`src/sv/spq_pkg.sv`:
```
// Shared types and constants of the sorted priority queue.
// Used by the controller, the datapath and the top level; depends on nothing.
package spq_pkg;

   localparam int VALUE_WIDTH = 32;
   localparam int COUNT_WIDTH = 5;
   localparam int ERROR_WIDTH = 2;

   localparam logic MODE_PUSH = 1'b0;
   localparam logic MODE_POP  = 1'b1;

   localparam logic [ERROR_WIDTH-1:0] ERR_OK    = 2'd0;
   localparam logic [ERROR_WIDTH-1:0] ERR_FULL  = 2'd1;
   localparam logic [ERROR_WIDTH-1:0] ERR_EMPTY = 2'd2;

   typedef struct packed {
      logic execute;
   } cmd_type;

endpackage

```
`src/sv/spq_controller.sv`:
```
// Handshake controller of the sorted priority queue.
// Depends on spq_pkg for the command struct.
module spq_controller (
   input  logic             clock,
   input  logic             reset,
   input  logic             req_valid,
   output logic             req_ready,
   output logic             rsp_valid,
   input  logic             rsp_ready,
   output spq_pkg::cmd_type cmd
);

   localparam logic ST_IDLE = 1'b0;
   localparam logic ST_HOLD = 1'b1;

   logic state_ff;
   logic state_in;

   always_comb begin
      req_ready   = (state_ff == ST_IDLE) || rsp_ready;
      rsp_valid   = (state_ff == ST_HOLD);
      cmd.execute = req_valid && req_ready;
      state_in    = state_ff;
      unique case (state_ff)
         ST_IDLE: begin
            if (cmd.execute) begin
               state_in = ST_HOLD;
            end
         end
         ST_HOLD: begin
            if (cmd.execute) begin
               state_in = ST_HOLD;
            end else if (rsp_ready) begin
               state_in = ST_IDLE;
            end
         end
         default: begin
            state_in = ST_IDLE;
         end
      endcase
   end

   always_ff @(posedge clock) begin
      if (reset) begin
         state_ff <= ST_IDLE;
      end else begin
         state_ff <= state_in;
      end
   end

endmodule

```
`src/sv/spq_datapath.sv`:
```
// Row of compare-and-shift cells, occupancy counter and result registers.
// Depends on spq_pkg for widths, codes and the command struct.
module spq_datapath #(
   parameter int DEPTH = 16
) (
   input  logic                                   clock,
   input  logic                                   reset,
   input  spq_pkg::cmd_type                       cmd,
   input  logic                                   req_mode,
   input  logic signed [spq_pkg::VALUE_WIDTH-1:0] req_push_value,
   output logic signed [spq_pkg::VALUE_WIDTH-1:0] rsp_top_value,
   output logic                                   rsp_top_valid,
   output logic        [spq_pkg::COUNT_WIDTH-1:0] rsp_count,
   output logic        [spq_pkg::ERROR_WIDTH-1:0] rsp_error
);

   localparam int OW = $clog2(DEPTH + 1);

   logic signed [spq_pkg::VALUE_WIDTH-1:0] slot_ff [DEPTH];
   logic signed [spq_pkg::VALUE_WIDTH-1:0] slot_in [DEPTH];
   logic [OW-1:0]                          occ_ff;
   logic [OW-1:0]                          occ_in;
   logic [DEPTH-1:0]                       ins_here;
   logic                                   full;
   logic                                   empty;
   logic [spq_pkg::ERROR_WIDTH-1:0]        err_in;
   logic [OW+spq_pkg::COUNT_WIDTH-1:0]     count_ext;

   logic signed [spq_pkg::VALUE_WIDTH-1:0] top_value_ff;
   logic                                   top_valid_ff;
   logic [spq_pkg::COUNT_WIDTH-1:0]        count_ff;
   logic [spq_pkg::ERROR_WIDTH-1:0]        error_ff;

   // A cell takes part in the insertion when it is empty or holds a smaller value.
   always_comb begin
      for (int i = 0; i < DEPTH; i++) begin
         ins_here[i] = (OW'(i) >= occ_ff) || (slot_ff[i] < req_push_value);
      end
   end

   always_comb begin
      full   = (occ_ff == OW'(DEPTH));
      empty  = (occ_ff == '0);
      occ_in = occ_ff;
      err_in = spq_pkg::ERR_OK;
      for (int i = 0; i < DEPTH; i++) begin
         slot_in[i] = slot_ff[i];
      end
      if (req_mode == spq_pkg::MODE_PUSH) begin
         if (full) begin
            err_in = spq_pkg::ERR_FULL;
         end else begin
            occ_in = occ_ff + OW'(1);
            if (ins_here[0]) begin
               slot_in[0] = req_push_value;
            end
            for (int i = 1; i < DEPTH; i++) begin
               if (ins_here[i]) begin
                  slot_in[i] = ins_here[i-1] ? slot_ff[i-1] : req_push_value;
               end
            end
         end
      end else begin
         if (empty) begin
            err_in = spq_pkg::ERR_EMPTY;
         end else begin
            occ_in = occ_ff - OW'(1);
            for (int i = 0; i < DEPTH - 1; i++) begin
               slot_in[i] = slot_ff[i+1];
            end
         end
      end
      count_ext = {{spq_pkg::COUNT_WIDTH{1'b0}}, occ_in};
   end

   always_ff @(posedge clock) begin
      if (cmd.execute) begin
         for (int i = 0; i < DEPTH; i++) begin
            slot_ff[i] <= slot_in[i];
         end
         top_value_ff <= (occ_in != '0) ? slot_in[0] : '0;
         top_valid_ff <= (occ_in != '0);
         count_ff     <= count_ext[spq_pkg::COUNT_WIDTH-1:0];
         error_ff     <= err_in;
      end
   end

   always_ff @(posedge clock) begin
      if (reset) begin
         occ_ff <= '0;
      end else if (cmd.execute) begin
         occ_ff <= occ_in;
      end
   end

   assign rsp_top_value = top_value_ff;
   assign rsp_top_valid = top_valid_ff;
   assign rsp_count     = count_ff;
   assign rsp_error     = error_ff;

endmodule

```
`src/sv/sorted_priority_queue.sv`:
```
// Sorted max-first priority queue of signed 32-bit values, DEPTH entries deep.
// Each transaction pushes a value or pops the top; one result follows each one.
// Top level: joins spq_controller and spq_datapath; depends on spq_pkg.
// A transaction is executed in the cycle it is accepted, in one step of a row
// of compare-and-shift cells, and its result is held in an output register the
// next cycle. A new transaction is accepted whenever that register is empty or
// being taken, so the queue sustains one transaction per cycle. Equal values
// leave in arrival order; pushes into a full queue and pops on an empty queue
// leave the contents unchanged and report an error code. No clearing pass.
module sorted_priority_queue #(
   parameter int DEPTH = 16
) (
   input  logic                                   clock,
   input  logic                                   reset,
   input  logic                                   req_valid,
   output logic                                   req_ready,
   input  logic                                   req_mode,
   input  logic signed [spq_pkg::VALUE_WIDTH-1:0] req_push_value,
   output logic                                   rsp_valid,
   input  logic                                   rsp_ready,
   output logic signed [spq_pkg::VALUE_WIDTH-1:0] rsp_top_value,
   output logic                                   rsp_top_valid,
   output logic        [spq_pkg::COUNT_WIDTH-1:0] rsp_count,
   output logic        [spq_pkg::ERROR_WIDTH-1:0] rsp_error
);

   spq_pkg::cmd_type cmd;

   spq_controller u_controller (
      .clock     (clock),
      .reset     (reset),
      .req_valid (req_valid),
      .req_ready (req_ready),
      .rsp_valid (rsp_valid),
      .rsp_ready (rsp_ready),
      .cmd       (cmd)
   );

   spq_datapath #(
      .DEPTH (DEPTH)
   ) u_datapath (
      .clock          (clock),
      .reset          (reset),
      .cmd            (cmd),
      .req_mode       (req_mode),
      .req_push_value (req_push_value),
      .rsp_top_value  (rsp_top_value),
      .rsp_top_valid  (rsp_top_valid),
      .rsp_count      (rsp_count),
      .rsp_error      (rsp_error)
   );

endmodule

```
`config.mk`:
```
export PLATFORM = sky130hd
export DESIGN_NAME = sorted_priority_queue
export DESIGN_NICKNAME = d
export VERILOG_FILES = /design/src/sv/spq_pkg.sv /design/src/sv/spq_controller.sv /design/src/sv/spq_datapath.sv /design/src/sv/sorted_priority_queue.sv
export SDC_FILE = /design/constraint.sdc
export NUM_CORES = 2
export LEC_CHECK = 0
export CAP_MARGIN = 10
export CORE_MARGIN = 1.5
export CORE_UTILIZATION = 35
export CTS_CLUSTER_SIZE = 12
export DETAILED_ROUTE_END_ITERATION = 7
export DONT_BUFFER_PORTS = 1
export SYNTH_ARGS = -nofsm -noshare
export SYNTH_HDL_FRONTEND = slang
export SYNTH_SLANG_ARGS = --single-unit
```
`constraint.sdc`:
```
create_clock -name clock -period 8.45 [get_ports clock]
set_clock_uncertainty 0.15 [all_clocks]
set_input_delay 1.69 -clock clock [delete_from_list [all_inputs] [get_ports clock]]
set_output_delay 1.69 -clock clock [all_outputs]
set_load 0.005 [all_outputs]
```
==> impl_results.md <==
* Final Critical Period at 5.60 ns
* Int Power at 6.11 mW
* Largest net degree at the start of global routing at 201
* CP bufs+invs at 3
* Nets at 4255
* Slew @ Worst Pin at 1.17 ns
* WL final at 128000 um
* Synth Register Bits at 558
* Post-CTS setup buffer count at 0
* Via/cell ratio at 5.97
* Library cells used by synthesis at 87
* Post-Syn Nets at 4392
* Max Fanout on Critical Path at 31
* Clock power share at 26.8%
* Post-DRT Antenna Nets at 0
* Sw frac at 35.5%
* Share of post-route cells with drive strength above 1 at 6.36%
* Worst setup SP type: input pin
* Area contributors post-synth: edfxtp_1 42%, ha_1 16%, mux2i_1 8.1%
* Rows at 123
* CP arrival at 5.74 ns
* Psw at 3.36 mW
* I/O pin count at 79
* Die H at 340 um
* Post-synth top flop: edfxtp_1
* Number of flops mapped to enable cells by yosys at 552
* Initial Utilization at 35.3%
* Total CTS buffers at 59
* Final Max Slew Viols at 0
* Final Hold Fails at 0
* Routability cong. at 0.928
* Max_slew headroom at 21.1%
* Initial antenna violation count at 0
* Critical-path cell list: inv_1 > ha_1 > a21oi_1 > nor2_1 > a211oi_1 > o21ai_0 > a211oi_1 > o31ai_4 > buf_4 > a21oi_4 > buf_4
* Core region area at 112000 um2
* Post-cts resize count at 0
* Seq/Total Area, Yosys at 42.1%
* H-tree depth at 2
* Most common cell after layout, fill and taps aside: edfxtp_1
* Total power at 9.47 mW
* Critical Path Sink Type: flip-flop
* Global-route wire length before repair at 193000 um
* CTS Hold Bufs at 0
* Syn. warnings at 0
* Ys async rst share at 0%
* Setup TNS at 0 ns
* Worst Hold Class: flip-flop to flip-flop
* Die ar. at 115000 um2
* Avg Inst Size Synth at 10.3 um2
* Logic pwr share at 30.0%
* Dominant delay contributor by cell family on the critical path: compound AO/OA/AOI/OAI gates
* DR vias at 31400
* Clk_lat worst skew at 0.66 ns
* Fmax at 179 MHz
* Slowest cell on crit path: a211oi_1
* CTS Root Cell: clkbuf_16
* N_diodes at 0
* Synth Instances at 3854
* Slowest cell delay on critical path at 0.61 ns
* Synth Cell Area at 39600 um2
* Clock sink total at 558
* Clock tree buffer depth at 3
* Yosys top cell by area: edfxtp_1
* CTS tree: built
* DIE WIDTH at 340 um
* Final setup fails at 0
* Residual DRC count at 0
* Pre-antenna DRT Iters at 5
* Maxcap violations at 0
* Period utilization at 66.3%
* Power per cell area at 220 nW/um2
* CP Class: input pin to flip-flop
* Violation count after the first detailed-route iteration at 2951
* WL/cell at 24.4 um
* Yosys top cell area share at 41.8%
* Vias in the first global route at 30600
* Pleak at 17.4 nW
* Total gr overflow at 0
* Req. time, crit path at 8.59 ns
* Commonest cells after routing, fill and taps aside: 552 x edfxtp_1, 526 x nand2_1, 501 x ha_1
* Peak supply drop at 0.169 mV
* HPWL Detailed at 88800 um
* RSZ-0062 raised after global routing: no
* IO Port Bufs at 0
* Status: finished clean
* Total GRT Usage at 21.5%
* Flop pwr share at 43.2%
* Synth-to-layout area growth at 8.41%
* Clock transition at path regs at 0.06 ns
## per-stage QoR
step	hold slack, ns	util (%)	std cells	cell area [um2]	setup slack (ns)
2_1_floorplan	0.380	-	3854	39600	0.858
3_3_place_gp	0.398	36.7	5156	41200	2.18
3_5_place_dp	0.412	36.7	5156	41200	2.18
4_1_cts	0.425	38.3	5258	43000	2.86
5_1_grt	0.446	38.3	5258	43000	2.83
6_report	0.422	38.3	5258	43000	2.85
## metal layers
layer  track usage [%]  vias to the layer above  share of wire, %
li1                  -                    14500                 -
met1              28.3                    15400                43
met2              35.7                     1294                47
met3              2.35                      226               6.3
met4              9.28                        0               4.5
met5                 0                        -                 0
## power by group through the flow
stage	clock network, mW	logic, mW	registers (mW)
global route	2.65	3.13	4.12
floorplan	0	2.08	3.94
detailed placement	0	2.81	4.13
global placement	0	2.74	4.13
CTS	2.56	2.82	4.07
finish	2.54	2.84	4.09
## path summary, 6_finish.rpt
kind	startpoint	to	slack, ns	depth (start not counted)
worst max-delay path	req_push_value[9]	u_datapath.slot_ff[3][36]	2.85	11
worst min-delay path	u_controller.rsp_valid	u_controller.rsp_valid	0.42	2
worst max register to register	u_datapath.occ_ff[1]	u_datapath.slot_ff[2][3]	3.69	12
worst min register to register	u_controller.rsp_valid	u_controller.rsp_valid	0.42	2
## kinds of logic after synthesis
| logic type | synth area share [%] |
|---|---|
| DFF | 42.1 |
| buffers and inverters | 3.80 |
| and+or+nand+nor | 11.4 |
| AOI/OAI and AO/OA | 17.6 |
| adders and majority gates | 15.8 |
| muxes | 9.24 |
| xor gates and xnor gates | 0.0221 |
## Yosys cell counts (all sizes together) (33+ instances only)
cell type and instances:
a211oi 55, a21o 107, a21oi 196, a221o 67
a22oi 33, a32oi 33, and3 67, buf 59
clkbuf 212, edfxtp 552, ha 501, inv 87
mux2i 319, nand2 528, nand3 92, nand4 66
nor2 114, o211ai 52, o21ai 459
## registers in the layout, summed over array words and instances, names as in the netlist
name / cells
u_datapath.rsp_top_value: 32
u_datapath.rsp_count: 5
u_datapath.rsp_top_valid: 1
u_datapath.rsp_error: 2
u_controller.rsp_valid: 1
u_datapath.slot_ff: 512
u_datapath.occ_ff: 5
## worst register-to-register path: stages (launching register included)
cell     delay (ns)
dfxtp_1        0.70
inv_1          0.20
ha_1           0.32
o21ba_2        0.45
o21a_1         0.16
nor2_1         0.05
nor3_1         0.93
a32o_1         0.49
a21oi_4        0.04
buf_4          0.34
nor2_1         0.28
nor2_4         0.11
buf_4          0.27
## area by class of cell
| type | instances | area, um2 |
|---|---|---|
| inverters | 87 | 329 |
| fillers | 10900 | 69400 |
| repair buffers | 73 | 586 |
| clock inverters | 30 | 184 |
| clock buffers | 72 | 1570 |
| well taps | 1500 | 1880 |
| flip-flops and latches | 558 | 16700 |
| multi-input cells | 2938 | 21700 |
No activity file was read; power rests on OpenSTA's default activity.
